==> src/rtl/iteration_gradient_colormap_macros.svh <==
// ----------------------------------------------------------------------------
// Assertion macros for the iteration gradient color map
// Shared helpers that wrap concurrent assertions; they vanish under SYNTH.
// ----------------------------------------------------------------------------
`ifndef ITERATION_GRADIENT_COLORMAP_MACROS_SVH
`define ITERATION_GRADIENT_COLORMAP_MACROS_SVH

`ifndef SYNTH

`define IGC_ASSERT_IMPLY(lbl, clk_sig, rstn_sig, ante, cons) \
    lbl: assert property (@(posedge clk_sig) disable iff (!rstn_sig) (ante) |-> (cons)) \
        else $error("iteration_gradient_colormap: assertion failed");

`define IGC_ASSERT_NEXT(lbl, clk_sig, rstn_sig, ante, cons) \
    lbl: assert property (@(posedge clk_sig) disable iff (!rstn_sig) (ante) |=> (cons)) \
        else $error("iteration_gradient_colormap: assertion failed");

`else

`define IGC_ASSERT_IMPLY(lbl, clk_sig, rstn_sig, ante, cons)

`define IGC_ASSERT_NEXT(lbl, clk_sig, rstn_sig, ante, cons)

`endif

`endif

==> src/rtl/igc_pkg.sv <==
// ----------------------------------------------------------------------------
// igc_pkg
// Types and constants shared by the iteration gradient color map.
// ----------------------------------------------------------------------------
package igc_pkg;

    localparam int SEGMENT_COUNT_DEF = 4;
    localparam int FRACTION_BITS_DEF = 16;

    localparam int CNT_W      = 16;
    localparam int LIMIT_W    = 16;
    localparam int COLOR_W    = 24;
    localparam int CH_W       = 8;
    localparam int CHANNELS   = 3;
    localparam int PIXEL_W    = 32;
    localparam int SEG_OUT_W  = 2;
    localparam int STOP_COUNT = 5;
    localparam int STOP_IDX_W = 3;

    localparam int CFG_ADDR_W = 5;
    localparam int CFG_DATA_W = 32;
    localparam int REG_IDX_W  = 3;

    localparam int QUEUE_DEPTH   = 4;
    localparam int QUEUE_PTR_W   = 2;
    localparam int QUEUE_LEVEL_W = 3;

    localparam logic [CH_W-1:0]    ALPHA       = 8'hFF;
    localparam logic [LIMIT_W-1:0] LIMIT_RESET = 16'd64;
    localparam logic [STOP_COUNT-1:0][COLOR_W-1:0] STOP_RESET =
        {24'hFFFFFF, 24'h000000, 24'h000000, 24'h000000, 24'h000000};

    typedef enum logic [REG_IDX_W-1:0] {
        REG_LIMIT = 3'd0,
        REG_STOP0 = 3'd1,
        REG_STOP1 = 3'd2,
        REG_STOP2 = 3'd3,
        REG_STOP3 = 3'd4,
        REG_STOP4 = 3'd5
    } igc_reg_t;

    typedef struct packed {
        logic [LIMIT_W-1:0]                    limit;
        logic [STOP_COUNT-1:0][COLOR_W-1:0]    stops;
    } igc_cfg_t;

endpackage

==> src/rtl/igc_in_if.sv <==
// ----------------------------------------------------------------------------
// igc_in_if
// Input channel: one iteration count per item.
// ----------------------------------------------------------------------------
interface igc_in_if import igc_pkg::*; ();

    logic             valid;
    logic             ready;
    logic [CNT_W-1:0] iteration_count;

    modport source (output valid, output iteration_count, input ready);
    modport sink   (input valid, input iteration_count, output ready);

endinterface

==> src/rtl/igc_out_if.sv <==
// ----------------------------------------------------------------------------
// igc_out_if
// Output channel: one packed pixel and its segment per item.
// ----------------------------------------------------------------------------
interface igc_out_if import igc_pkg::*; ();

    logic                 valid;
    logic                 ready;
    logic [PIXEL_W-1:0]   pixel_rgba;
    logic [SEG_OUT_W-1:0] segment_index;

    modport source (output valid, output pixel_rgba, output segment_index, input ready);
    modport sink   (input valid, input pixel_rgba, input segment_index, output ready);

endinterface

==> src/rtl/igc_regs.sv <==
// ----------------------------------------------------------------------------
// igc_regs
// APB register file holding the iteration limit and the five color stops.
// ----------------------------------------------------------------------------
module igc_regs import igc_pkg::*;
(
    input  logic                  clk,
    input  logic                  rst_n,
    input  logic                  psel,
    input  logic                  penable,
    input  logic                  pwrite,
    input  logic [CFG_ADDR_W-1:0] paddr,
    input  logic [CFG_DATA_W-1:0] pwdata,
    output logic [CFG_DATA_W-1:0] prdata,
    output logic                  pready,
    output igc_cfg_t              cfg
);

    logic [REG_IDX_W-1:0]               reg_idx;
    logic [STOP_IDX_W-1:0]              stop_idx;
    logic                               wr_en;
    logic [LIMIT_W-1:0]                 limit_reg;
    logic [STOP_COUNT-1:0][COLOR_W-1:0] stops_reg;

    assign reg_idx  = paddr[CFG_ADDR_W-1:2];
    assign stop_idx = STOP_IDX_W'(reg_idx - REG_STOP0);
    assign wr_en    = psel && penable && pwrite;
    assign pready   = 1'b1;

    always_ff @(posedge clk or negedge rst_n)
    begin
        if (!rst_n)
        begin
            limit_reg <= LIMIT_RESET;
            stops_reg <= STOP_RESET;
        end
        else if (wr_en)
        begin
            if (reg_idx == REG_LIMIT)
            begin
                limit_reg <= pwdata[LIMIT_W-1:0];
            end
            else if (reg_idx >= REG_STOP0 && reg_idx <= REG_STOP4)
            begin
                stops_reg[stop_idx] <= pwdata[COLOR_W-1:0];
            end
        end
    end

    always_comb
    begin
        prdata = '0;
        if (reg_idx == REG_LIMIT)
        begin
            prdata = CFG_DATA_W'(limit_reg);
        end
        else if (reg_idx >= REG_STOP0 && reg_idx <= REG_STOP4)
        begin
            prdata = CFG_DATA_W'(stops_reg[stop_idx]);
        end
    end

    assign cfg.limit = limit_reg;
    assign cfg.stops = stops_reg;

endmodule

==> src/rtl/igc_front.sv <==
// ----------------------------------------------------------------------------
// igc_front
// Accepts counts, flags saturation and runs a pipelined restoring divider
// that forms count * SEGMENT_COUNT * 2^FRACTION_BITS / limit, one bit a stage.
// ----------------------------------------------------------------------------
module igc_front import igc_pkg::*;
#(
    parameter  int SEGMENT_COUNT = SEGMENT_COUNT_DEF,
    parameter  int FRACTION_BITS = FRACTION_BITS_DEF,
    localparam int SEG_W         = (SEGMENT_COUNT > 1) ? $clog2(SEGMENT_COUNT) : 1,
    localparam int QW            = SEG_W + FRACTION_BITS,
    localparam int DATA_W        = QW + 1
)
(
    input  logic               clk,
    input  logic               rst_n,
    igc_in_if.sink             iter_in,
    input  logic [LIMIT_W-1:0] limit,
    output logic               push_valid,
    input  logic               push_ready,
    output logic [DATA_W-1:0]  push_data
);

    localparam int PROD_W = CNT_W + SEG_W;

    logic               en;
    logic               sat_in;
    logic [PROD_W-1:0]  scaled;

    logic               v_reg    [QW+1];
    logic               sat_reg  [QW+1];
    logic [LIMIT_W-1:0] rem_reg  [QW+1];
    logic [QW-1:0]      tail_reg [QW+1];
    logic [QW-1:0]      quo_reg  [QW+1];

    logic [LIMIT_W:0]   trial    [QW];
    logic               ge       [QW];
    logic [LIMIT_W-1:0] rem_next [QW];

    assign en            = !(v_reg[QW] && !push_ready);
    assign iter_in.ready = en;

    assign scaled = PROD_W'(iter_in.iteration_count) * PROD_W'(SEGMENT_COUNT);
    assign sat_in = (limit == '0) || (iter_in.iteration_count >= limit);

    always_comb
    begin
        for (int k = 0; k < QW; k++)
        begin
            trial[k]    = {rem_reg[k], tail_reg[k][QW-1]};
            ge[k]       = trial[k] >= {1'b0, limit};
            rem_next[k] = ge[k] ? LIMIT_W'(trial[k] - {1'b0, limit})
                                : trial[k][LIMIT_W-1:0];
        end
    end

    always_ff @(posedge clk or negedge rst_n)
    begin
        if (!rst_n)
        begin
            for (int k = 0; k <= QW; k++)
            begin
                v_reg[k] <= 1'b0;
            end
        end
        else if (en)
        begin
            v_reg[0] <= iter_in.valid;
            for (int k = 0; k < QW; k++)
            begin
                v_reg[k+1] <= v_reg[k];
            end
        end
    end

    always_ff @(posedge clk)
    begin
        if (en)
        begin
            sat_reg[0]  <= sat_in;
            rem_reg[0]  <= scaled[PROD_W-1:SEG_W];
            tail_reg[0] <= {scaled[SEG_W-1:0], {FRACTION_BITS{1'b0}}};
            quo_reg[0]  <= '0;
            for (int k = 0; k < QW; k++)
            begin
                sat_reg[k+1]  <= sat_reg[k];
                rem_reg[k+1]  <= rem_next[k];
                tail_reg[k+1] <= tail_reg[k] << 1;
                quo_reg[k+1]  <= {quo_reg[k][QW-2:0], ge[k]};
            end
        end
    end

    assign push_valid = v_reg[QW];
    assign push_data  = {sat_reg[QW], quo_reg[QW]};

endmodule

==> src/rtl/igc_queue.sv <==
// ----------------------------------------------------------------------------
// igc_queue
// Short FIFO that decouples the divider pipeline from the blend stages.
// ----------------------------------------------------------------------------
module igc_queue import igc_pkg::*;
#(
    parameter int WIDTH = 1
)
(
    input  logic                     clk,
    input  logic                     rst_n,
    input  logic                     push_valid,
    output logic                     push_ready,
    input  logic [WIDTH-1:0]         push_data,
    output logic                     pop_valid,
    input  logic                     pop_ready,
    output logic [WIDTH-1:0]         pop_data,
    output logic [QUEUE_LEVEL_W-1:0] level
);

    logic [WIDTH-1:0]         mem_reg [QUEUE_DEPTH];
    logic [QUEUE_PTR_W-1:0]   wr_ptr_reg;
    logic [QUEUE_PTR_W-1:0]   rd_ptr_reg;
    logic [QUEUE_LEVEL_W-1:0] count_reg;
    logic [QUEUE_LEVEL_W-1:0] count_next;
    logic                     push;
    logic                     pop;

    assign push_ready = count_reg != QUEUE_LEVEL_W'(QUEUE_DEPTH);
    assign pop_valid  = count_reg != '0;
    assign push       = push_valid && push_ready;
    assign pop        = pop_valid && pop_ready;
    assign pop_data   = mem_reg[rd_ptr_reg];
    assign level      = count_reg;

    always_comb
    begin
        count_next = count_reg;
        if (push && !pop)
        begin
            count_next = count_reg + QUEUE_LEVEL_W'(1);
        end
        else if (pop && !push)
        begin
            count_next = count_reg - QUEUE_LEVEL_W'(1);
        end
    end

    always_ff @(posedge clk or negedge rst_n)
    begin
        if (!rst_n)
        begin
            wr_ptr_reg <= '0;
            rd_ptr_reg <= '0;
            count_reg  <= '0;
        end
        else
        begin
            count_reg <= count_next;
            if (push)
            begin
                wr_ptr_reg <= wr_ptr_reg + QUEUE_PTR_W'(1);
            end
            if (pop)
            begin
                rd_ptr_reg <= rd_ptr_reg + QUEUE_PTR_W'(1);
            end
        end
    end

    always_ff @(posedge clk)
    begin
        if (push)
        begin
            mem_reg[wr_ptr_reg] <= push_data;
        end
    end

endmodule

==> src/rtl/igc_back.sv <==
// ----------------------------------------------------------------------------
// igc_back
// Picks the two stops of a segment, scales the channel differences by the
// fraction and packs the blended color into the output register.
// ----------------------------------------------------------------------------
module igc_back import igc_pkg::*;
#(
    parameter  int SEGMENT_COUNT = SEGMENT_COUNT_DEF,
    parameter  int FRACTION_BITS = FRACTION_BITS_DEF,
    localparam int SEG_W         = (SEGMENT_COUNT > 1) ? $clog2(SEGMENT_COUNT) : 1,
    localparam int QW            = SEG_W + FRACTION_BITS,
    localparam int DATA_W        = QW + 1
)
(
    input  logic              clk,
    input  logic              rst_n,
    input  logic              pop_valid,
    output logic              pop_ready,
    input  logic [DATA_W-1:0] pop_data,
    input  igc_cfg_t          cfg,
    igc_out_if.source         pix_out
);

    localparam int IDX_CW = SEG_W + 2;
    localparam int PRD_W  = CH_W + FRACTION_BITS;

    logic                     en;
    logic                     sat;
    logic [SEG_W-1:0]         seg;
    logic [SEG_W-1:0]         seg_eff;
    logic [FRACTION_BITS-1:0] frac;
    logic [IDX_CW-1:0]        a_raw;
    logic [IDX_CW-1:0]        b_raw;
    logic [IDX_CW-1:0]        a_idx;
    logic [IDX_CW-1:0]        b_idx;
    logic [COLOR_W-1:0]       stop_a;
    logic [COLOR_W-1:0]       stop_b;
    logic [CH_W-1:0]          base  [CHANNELS];
    logic [CH_W-1:0]          tgt   [CHANNELS];
    logic                     dir   [CHANNELS];
    logic [CH_W-1:0]          diff  [CHANNELS];
    logic [CH_W-1:0]          delta [CHANNELS];
    logic [CH_W-1:0]          blend [CHANNELS];
    logic [SEG_W+1:0]         seg_ext;

    logic                     b1_v_reg;
    logic [SEG_W-1:0]         b1_seg_reg;
    logic                     b1_dir_reg  [CHANNELS];
    logic [CH_W-1:0]          b1_base_reg [CHANNELS];
    logic [PRD_W-1:0]         b1_prod_reg [CHANNELS];
    logic                     out_v_reg;
    logic [PIXEL_W-1:0]       pixel_reg;
    logic [SEG_OUT_W-1:0]     seg_out_reg;

    assign en        = !out_v_reg || pix_out.ready;
    assign pop_ready = en;

    assign sat  = pop_data[QW];
    assign seg  = pop_data[QW-1:FRACTION_BITS];
    assign frac = pop_data[FRACTION_BITS-1:0];

    assign seg_eff = sat ? SEG_W'(SEGMENT_COUNT - 1) : seg;
    assign a_raw   = sat ? IDX_CW'(SEGMENT_COUNT) : IDX_CW'(seg);
    assign b_raw   = sat ? IDX_CW'(SEGMENT_COUNT) : IDX_CW'(seg) + IDX_CW'(1);
    assign a_idx   = (a_raw >= IDX_CW'(STOP_COUNT)) ? IDX_CW'(STOP_COUNT - 1) : a_raw;
    assign b_idx   = (b_raw >= IDX_CW'(STOP_COUNT)) ? IDX_CW'(STOP_COUNT - 1) : b_raw;
    assign stop_a  = cfg.stops[a_idx[STOP_IDX_W-1:0]];
    assign stop_b  = cfg.stops[b_idx[STOP_IDX_W-1:0]];

    always_comb
    begin
        for (int c = 0; c < CHANNELS; c++)
        begin
            base[c]  = stop_a[c*CH_W +: CH_W];
            tgt[c]   = stop_b[c*CH_W +: CH_W];
            dir[c]   = tgt[c] >= base[c];
            diff[c]  = dir[c] ? (tgt[c] - base[c]) : (base[c] - tgt[c]);
            delta[c] = b1_prod_reg[c][FRACTION_BITS +: CH_W];
            blend[c] = b1_dir_reg[c] ? (b1_base_reg[c] + delta[c])
                                     : (b1_base_reg[c] - delta[c]);
        end
    end

    assign seg_ext = {2'b00, b1_seg_reg};

    always_ff @(posedge clk or negedge rst_n)
    begin
        if (!rst_n)
        begin
            b1_v_reg  <= 1'b0;
            out_v_reg <= 1'b0;
        end
        else if (en)
        begin
            b1_v_reg  <= pop_valid;
            out_v_reg <= b1_v_reg;
        end
    end

    always_ff @(posedge clk)
    begin
        if (en)
        begin
            b1_seg_reg <= seg_eff;
            for (int c = 0; c < CHANNELS; c++)
            begin
                b1_dir_reg[c]  <= dir[c];
                b1_base_reg[c] <= base[c];
                b1_prod_reg[c] <= PRD_W'(diff[c]) * PRD_W'(frac);
            end
            pixel_reg   <= {blend[2], blend[1], blend[0], ALPHA};
            seg_out_reg <= seg_ext[SEG_OUT_W-1:0];
        end
    end

    assign pix_out.valid         = out_v_reg;
    assign pix_out.pixel_rgba    = pixel_reg;
    assign pix_out.segment_index = seg_out_reg;

endmodule

==> src/rtl/iteration_gradient_colormap.sv <==
// ----------------------------------------------------------------------------
// iteration_gradient_colormap
// Maps an escape-iteration count to a packed RGBA pixel on a linear gradient.
// ----------------------------------------------------------------------------
// The block takes one count and delivers one pixel per clock while pix_out.ready
// does not stall the output. The position count * SEGMENT_COUNT / limit is
// formed by a pipelined restoring divider that resolves one quotient bit per
// stage, followed by a four-entry queue and two blend stages. A count at or
// above the limit, or a limit of zero, gives the last color stop. Registers sit
// at byte address 4 * index; the user must write them only while no item is in
// flight, and the block itself does not enforce this.
// ----------------------------------------------------------------------------
`include "iteration_gradient_colormap_macros.svh"

module iteration_gradient_colormap import igc_pkg::*;
#(
    parameter int SEGMENT_COUNT = SEGMENT_COUNT_DEF,
    parameter int FRACTION_BITS = FRACTION_BITS_DEF
)
(
    input  logic                  clk,
    input  logic                  rst_n,
    input  logic                  psel,
    input  logic                  penable,
    input  logic                  pwrite,
    input  logic [CFG_ADDR_W-1:0] paddr,
    input  logic [CFG_DATA_W-1:0] pwdata,
    output logic [CFG_DATA_W-1:0] prdata,
    output logic                  pready,
    igc_in_if.sink                iter_in,
    igc_out_if.source             pix_out
);

    localparam int SEG_W  = (SEGMENT_COUNT > 1) ? $clog2(SEGMENT_COUNT) : 1;
    localparam int QW     = SEG_W + FRACTION_BITS;
    localparam int DATA_W = QW + 1;

    igc_cfg_t                 cfg;
    logic                     f_valid;
    logic                     q_ready;
    logic [DATA_W-1:0]        f_data;
    logic                     q_pop_valid;
    logic                     q_pop_ready;
    logic [DATA_W-1:0]        q_pop_data;
    logic [QUEUE_LEVEL_W-1:0] q_level;
    logic [SEG_W:0]           q_seg_wide;

    igc_regs u_regs
    (
        .clk     (clk),
        .rst_n   (rst_n),
        .psel    (psel),
        .penable (penable),
        .pwrite  (pwrite),
        .paddr   (paddr),
        .pwdata  (pwdata),
        .prdata  (prdata),
        .pready  (pready),
        .cfg     (cfg)
    );

    igc_front #(
        .SEGMENT_COUNT (SEGMENT_COUNT),
        .FRACTION_BITS (FRACTION_BITS)
    ) u_front
    (
        .clk        (clk),
        .rst_n      (rst_n),
        .iter_in    (iter_in),
        .limit      (cfg.limit),
        .push_valid (f_valid),
        .push_ready (q_ready),
        .push_data  (f_data)
    );

    igc_queue #(
        .WIDTH (DATA_W)
    ) u_queue
    (
        .clk        (clk),
        .rst_n      (rst_n),
        .push_valid (f_valid),
        .push_ready (q_ready),
        .push_data  (f_data),
        .pop_valid  (q_pop_valid),
        .pop_ready  (q_pop_ready),
        .pop_data   (q_pop_data),
        .level      (q_level)
    );

    igc_back #(
        .SEGMENT_COUNT (SEGMENT_COUNT),
        .FRACTION_BITS (FRACTION_BITS)
    ) u_back
    (
        .clk       (clk),
        .rst_n     (rst_n),
        .pop_valid (q_pop_valid),
        .pop_ready (q_pop_ready),
        .pop_data  (q_pop_data),
        .cfg       (cfg),
        .pix_out   (pix_out)
    );

    assign q_seg_wide = {1'b0, q_pop_data[QW-1:FRACTION_BITS]};

    `IGC_ASSERT_IMPLY(a_queue_bound, clk, rst_n, 1'b1, q_level <= QUEUE_LEVEL_W'(QUEUE_DEPTH))
    `IGC_ASSERT_NEXT(a_front_holds, clk, rst_n, f_valid && !q_ready, f_valid)
    `IGC_ASSERT_IMPLY(a_seg_range, clk, rst_n, q_pop_valid && !q_pop_data[QW], q_seg_wide < (SEG_W+1)'(SEGMENT_COUNT))

endmodule
==> src/flat_wrapper.sv <==
// flat-port wrapper written by rule: the top's interface ports become plain ports
module iteration_gradient_colormap_flat import igc_pkg::*;
#(
    parameter int SEGMENT_COUNT = SEGMENT_COUNT_DEF,
    parameter int FRACTION_BITS = FRACTION_BITS_DEF
)
  (clk, rst_n, psel, penable, pwrite, paddr, pwdata, prdata, pready, iter_in_valid, iter_in_iteration_count, iter_in_ready, pix_out_valid, pix_out_pixel_rgba, pix_out_segment_index, pix_out_ready);
  igc_in_if iter_in_i ();
  igc_out_if pix_out_i ();
  input  logic clk;
  input  logic rst_n;
  input  logic psel;
  input  logic penable;
  input  logic pwrite;
  input  logic [CFG_ADDR_W-1:0] paddr;
  input  logic [CFG_DATA_W-1:0] pwdata;
  output logic [CFG_DATA_W-1:0] prdata;
  output logic pready;
  input wire logic [$bits(iter_in_i.valid)-1:0] iter_in_valid;
  input wire logic [$bits(iter_in_i.iteration_count)-1:0] iter_in_iteration_count;
  output wire logic [$bits(iter_in_i.ready)-1:0] iter_in_ready;
  output wire logic [$bits(pix_out_i.valid)-1:0] pix_out_valid;
  output wire logic [$bits(pix_out_i.pixel_rgba)-1:0] pix_out_pixel_rgba;
  output wire logic [$bits(pix_out_i.segment_index)-1:0] pix_out_segment_index;
  input wire logic [$bits(pix_out_i.ready)-1:0] pix_out_ready;
  assign iter_in_i.valid = iter_in_valid;
  assign iter_in_i.iteration_count = iter_in_iteration_count;
  assign iter_in_ready = iter_in_i.ready;
  assign pix_out_valid = pix_out_i.valid;
  assign pix_out_pixel_rgba = pix_out_i.pixel_rgba;
  assign pix_out_segment_index = pix_out_i.segment_index;
  assign pix_out_i.ready = pix_out_ready;
  iteration_gradient_colormap #(.SEGMENT_COUNT(SEGMENT_COUNT), .FRACTION_BITS(FRACTION_BITS)) u_core (.clk(clk), .rst_n(rst_n), .psel(psel), .penable(penable), .pwrite(pwrite), .paddr(paddr), .pwdata(pwdata), .prdata(prdata), .pready(pready), .iter_in(iter_in_i), .pix_out(pix_out_i));
endmodule
==> config.mk <==
export PLATFORM = sky130hd
export DESIGN_NAME = iteration_gradient_colormap_flat
export DESIGN_NICKNAME = d
export VERILOG_FILES = /design/src/rtl/igc_pkg.sv /design/src/rtl/igc_in_if.sv /design/src/rtl/igc_out_if.sv /design/src/rtl/igc_regs.sv /design/src/rtl/igc_front.sv /design/src/rtl/igc_queue.sv /design/src/rtl/igc_back.sv /design/src/rtl/iteration_gradient_colormap.sv /design/src/flat_wrapper.sv
export VERILOG_INCLUDE_DIRS = /design/src /design/src/rtl
export SDC_FILE = /design/constraint.sdc
export NUM_CORES = 2
export LEC_CHECK = 0
export ABC_AREA = 1
export BUFFER_PORTS_ARGS = -buffer_cell sky130_fd_sc_hd__buf_2
export CAP_MARGIN = 40
export CORE_UTILIZATION = 25
export CTS_BUF_LIST = sky130_fd_sc_hd__clkbuf_4
export DETAILED_ROUTE_END_ITERATION = 10
export GPL_TIMING_DRIVEN = 0
export SYNTH_ARGS = -nofsm -noshare
export SYNTH_HDL_FRONTEND = slang
export SYNTH_SLANG_ARGS = --single-unit
==> constraint.sdc <==
create_clock -name clk -period 19 [get_ports clk]
set_clock_uncertainty 0.15 [all_clocks]
set_input_delay 0.95 -clock clk [delete_from_list [all_inputs] [get_ports clk]]
set_output_delay 0.95 -clock clk [all_outputs]
set_load 0.005 [all_outputs]
# Yosys cells after proc, flatten, opt, wreduce, memory -nomap -nowiden
# Memories as Yosys holds them, arrays and structs flattened.
# Index checks and enable logic that the tools add are counted.
# classes
n_reduce_logical,22
add_sub_neg,36
muxes,46
n_bitwise,1
eq_ne,1
magnitude_cmp,30
mul,3
# ops
cell,count
17-bit by 16-bit greater-or-equal comparator with 1-bit output,18
16-bit two-way mux,18
16-bit subtractor,18
24-bit binary-select mux with 3-bit select,3
24-bit two-way mux,6
120-bit bitwise mux,1
24-bit demux with 3-bit select,1
8-bit by 16-bit multiplier with 24-bit output,3
8-bit subtractor,9
8-bit two-way mux,6
8-bit adder,3
8-bit greater-or-equal comparator,3
3-bit two-way mux,6
16-bit greater-or-equal comparator,1
16-bit logical NOT,1
3-bit by 4-bit less-than comparator with 1-bit output (second input constant),3
1-bit logical AND,9
3-bit by 1-bit greater-or-equal comparator with 1-bit output (second input constant),2
3-bit greater-or-equal comparator (second input constant),2
3-bit by 1-bit subtractor with 3-bit output (second input constant),2
1-bit logical NOT,5
1-bit two-way mux,5
2-bit by 1-bit adder with 2-bit output (second input constant),2
2-bit by 1-bit adder with 3-bit output (second input constant),1
other kinds (10),11
# word_totals
wordCells,180
out_inout_bits,69
mem_count,8
in_bits,60
reg_bits,192
ram_bits,1163
# mem_list
memory,depth,width,read_ports,rd_clocked_by_memory_dff,wr,line,source
u_core.u_front.quo_reg,19,18,19,0,19,igc_front.sv:34,logic [QW-1:0] quo_reg [QW+1];
u_core.u_front.tail_reg,19,17,18,0,19,igc_front.sv:33,logic [QW-1:0] tail_reg [QW+1];
u_core.u_front.rem_reg,19,16,18,0,19,igc_front.sv:32,logic [LIMIT_W-1:0] rem_reg [QW+1];
u_core.u_queue.mem_reg,4,19,1,0,1,igc_queue.sv:21,logic [WIDTH-1:0] mem_reg [QUEUE_DEPTH];
u_core.u_back.b1_prod_reg,3,24,3,0,3,igc_back.sv:50,logic [PRD_W-1:0] b1_prod_reg [CHANNELS];
u_core.u_back.b1_base_reg,3,8,3,0,3,igc_back.sv:49,logic [CH_W-1:0] b1_base_reg [CHANNELS];
+2 memories,-,-,-,-,-,-,

# Depth between registers and ports, before layout
# An unclocked memory read counts as a cell.
# depth
ltp_word,10
mapped_depth,45
ltp_nobuf,44

# Cells and area by module
# From an unflattened synthesis, not the netlist that was laid out.
# hier_totals
cells_unflattened,8734
area_unflattened_um2,67654.9
# modules_own_cells
module,n_inst,area_per_inst_um2,cells_per_inst
igc_front,1,36829.1,4776
igc_back,1,19553.8,2580
igc_regs,1,7667.4,1097
igc_queue,1,3604.7,281

# Worst setup path after synthesis
# OpenSTA, ideal clock, no wires.
# synth_path
path_type,flip-flop to flip-flop
start,register u_core.u_queue.count_reg[0] (netlist: u_core.u_queue.level[0])
end,register u_core.u_front.v_reg[11] (netlist name)
path_buffers,1
t_arrival_ps,14315
required_ps,18176
setup_time_ps,674
synth_period_minus_slack_ps,15140
path_stages_with_launch,5
setup_slack_ps,3860
cell_sequence,dfrtp_1 nor2_1 nand3_1 clkbuf_1 a21oi_1
# synth_between
elab_chain_cells,3
# synth_rtl
element,line,source
from (decl),igc_queue.sv:24,logic [QUEUE_LEVEL_W-1:0] count_reg;
from (signal assigned),igc_queue.sv:59,count_reg <= count_next;
3-bit inequality test,igc_queue.sv:29,assign push_ready = count_reg != QUEUE_LEVEL_W'(QUEUE_DEPTH);
1-bit logical NOT,igc_front.sv:40,assign en = !(v_reg[QW] && !push_ready);
1-bit logical AND,igc_front.sv:40,
"to (signal, indexed assignment)",igc_front.sv:71,v_reg[k+1] <= v_reg[k];
to (decl),igc_front.sv:30,logic v_reg [QW+1];
# Every way passes these cells.
# A chain may end at the register's enable or synchronous reset.

==> impl_metrics.ini <==
[grt]
grt_usage = 0.148
grt_max_degree = 87
grt_pass1_wl_mm = 279
grt_pass1_vias = 48700
grt_remaining_overflow = 0
grt_antenna_before_repair = 7

[timing]
max_slew_margin = 0.380
fmax_mhz = 108
rsz0062_at_grt = false
drv_slew = 0
worst_pin_slew_ns = 0.929
setup_viol = 0
min_period_ns = 9.25
period_share = 0.487
hold_viol = 0

[synthesis]
synth_area_um2 = 59700
yosysSeqAreaShare = 0.388
yosysTopAreaCellShare = 0.318
synth_warnings = 0
yosysTopAreaCell = edfxtp_1
syn_avg_cell_area_um2 = 9.12
ys_top_cells_by_area = edfxtp_1 32%, ha_1 11%, fa_1 9.3%
ys_ff_latch = 797
synth_edf_count = 633
synthArstFlopShare = 0.206
synth_cells = 6543
ys.flop_type = edfxtp_1
synth.distinct_cells = 73

[finish]
final_layout_size_suffix_gt1_frac = 0.129
fin_cells = 10300
multi_input_area_um2 = 32400
final_cell_mix = 1246 x nand2_1, 704 x inv_1, 664 x nor2_1
num-nets-final = 7789
regArea_um2 = 23100
final_common_cell = nand2_1
fill_cells = 24900
largest_reg_flops = 288
syn_to_final_growth_pct = 14.1

[placed_design]
placed_cells_incl_taps = 9844
io_buffers = 101
hpwl_mm = 139
gp_congestion = 0.993

[floorplanning]
die_x_um = 491
die_area_um2 = 241000
coreArea_um2 = 236000
io_pins = 129
rows = 178
die_y_um = 491
start_util = 0.253

[critical_path]
arrival_ns = 10.02
startpoint = u_core.u_queue.rd_ptr_reg[1]
crit_slowest_cell = fa_1
r2r-end = u_core.u_back.b1_prod_reg[0][68]
r2r_cells = 34
timing.critical_path.buf_inv = 8
startpoint_type = flip-flop
cp_top_family = adder cells
worstSetupPathType = flip-flop to flip-flop
end_kind = flip-flop
cp_max_fo = 10
r2r-start = u_core.u_queue.rd_ptr_reg[1]
regToRegSetupSlack_ns = 9.75
slowest_delay_ns = 0.60
crit_required_ns = 19.77

[route]
avgViaCountPerCell = 4.71
ant_nets = 0
drtIter0Drc = 3827
route.detailed.drc = 0
drt_wl_total_mm = 181
avgRoutedWirePerCell_um = 17.6
vias = 48500
first_pass_iters = 6

[clock_tree]
cts_post_setup_buffers_inserted = 0
cts_tree = yes
cts_buffers = 209
path_clk_slew_ns = 0.07
root_buffer = clkbuf_4
hold_buffers = 44
clock-sinks = 797
ctsResizeCount = 0
clock_latency_ns = 1.24
cts_buffer_depth = 3
htree_levels = 4

[worst_hold_path]
hold_path_class = input port to asynchronous set/reset pin

[outcome]
status = finished clean

[flow_run]
max_cap_viol_count = 0
cell families (layout without fill, tap and decap cells):
logic type,Yosys count,in the layout,synth area share
flops,797,797,0.388
mux,4,4,0.000713
buf+inv,975,1538,0.0708
fa+ha+maj,780,780,0.198
other cells,2,30,0.000126
xor+xnor,303,303,0.0452
simple gates,2362,2362,0.164
compound gates,1320,1320,0.133
worst max path at each step:
stage | endpoint | slack (ns) | depth (start not counted)
after CTS | u_core.u_back.b1_prod_reg[0][68] | 9.65 | 34
after global routing | u_core.u_back.b1_prod_reg[0][68] | 9.25 | 34
final | u_core.u_back.b1_prod_reg[0][68] | 9.75 | 34
after global placement | iter_in_ready | -2.65 | 4
after floorplan | u_core.u_front.v_reg[11] | 3.86 | 4
after detailed placement | u_core.u_back.b1_prod_reg[0][68] | 9.68 | 34
routing by layer:
layer | global-route usage | wire (um) | up-vias
met2 | 0.250 | 86400 | 1667
met3 | 0.0263 | 11200 | 337
li1 | - | - | 23100
met5 | 0 | 10 | -
met4 | 0.0499 | 5390 | 2
met1 | 0.188 | 78400 | 23400
worst register-to-register path: cells and delay by family (launching register included):
| kind | cells | cell delay [ns] |
|---|---|---|
| AO/OA/AOI/OAI | 8 | 1.85 |
| XOR/XNOR | 2 | 0.54 |
| adder cells (fa/ha/maj) | 7 | 3.33 |
| buffers and inverters | 8 | 1.18 |
| flip-flops | 1 | 0.37 |
| AND/OR/NAND/NOR | 9 | 1.59 |
final cells by class:
| type | count | share of cell area |
|---|---|---|
| flip-flops and latches | 797 | 0.340 |
| diodes | 13 | 0.000478 |
| well taps | 3150 | 0.0579 |
| plain buffers | 225 | 0.0205 |
| clock buffers | 291 | 0.0321 |
| repair buffers | 180 | 0.0237 |
| multi-input cells | 4786 | 0.476 |
| clock inverters | 92 | 0.00843 |
| inverters | 750 | 0.0416 |
synth_stat cells, types with 8 or more instances:
cell / instances
a31oi_1: 31
dfrtp_1: 139
a21boi_0: 12
xor2_1: 143
xnor2_1: 154
buf_1: 10
a21o_1: 31
nor2_1: 668
nand2_2: 66
a32o_1: 13
ha_1: 504
nand3_2: 20
edfxtp_1: 633
o22ai_1: 38
inv_1: 719
nand4_1: 20
o21ai_2: 81
o41ai_1: 8
buf_4: 45
dfstp_2: 25
o2111ai_1: 10
or2_2: 20
a21oi_1: 372
inv_2: 22
clkbuf_1: 75
a21oi_2: 18
o21a_1: 31
a211oi_1: 21
nor4_1: 24
buf_2: 49
nor3_1: 76
o21ai_0: 435
o211ai_1: 45
o221ai_1: 20
nand3_1: 197
clkbuf_2: 11
o311ai_1: 10
buf_6: 28
o21ai_1: 91
fa_1: 276
nand2_1: 1247
metrics by stage:
step | TNS, ns | utilization | hold slack, ns | setup WS [ns] | area, um^2
6_report | 0 | 0.288 | 0.147 | 9.75 | 68100
5_1_grt | 0 | 0.288 | 0.0980 | 9.25 | 68100
4_1_cts | 0 | 0.288 | 0.102 | 9.65 | 68100
3_5_place_dp | 0 | 0.275 | 0.255 | 9.68 | 64900
3_3_place_gp | -518.90 | 0.272 | 0.250 | -2.65 | 64200
2_1_floorplan | 0 | - | 0.250 | 3.86 | 59700
Power is not shown: default switching activity piles up to over one toggle a cycle in this logic, so the estimate is an artifact.
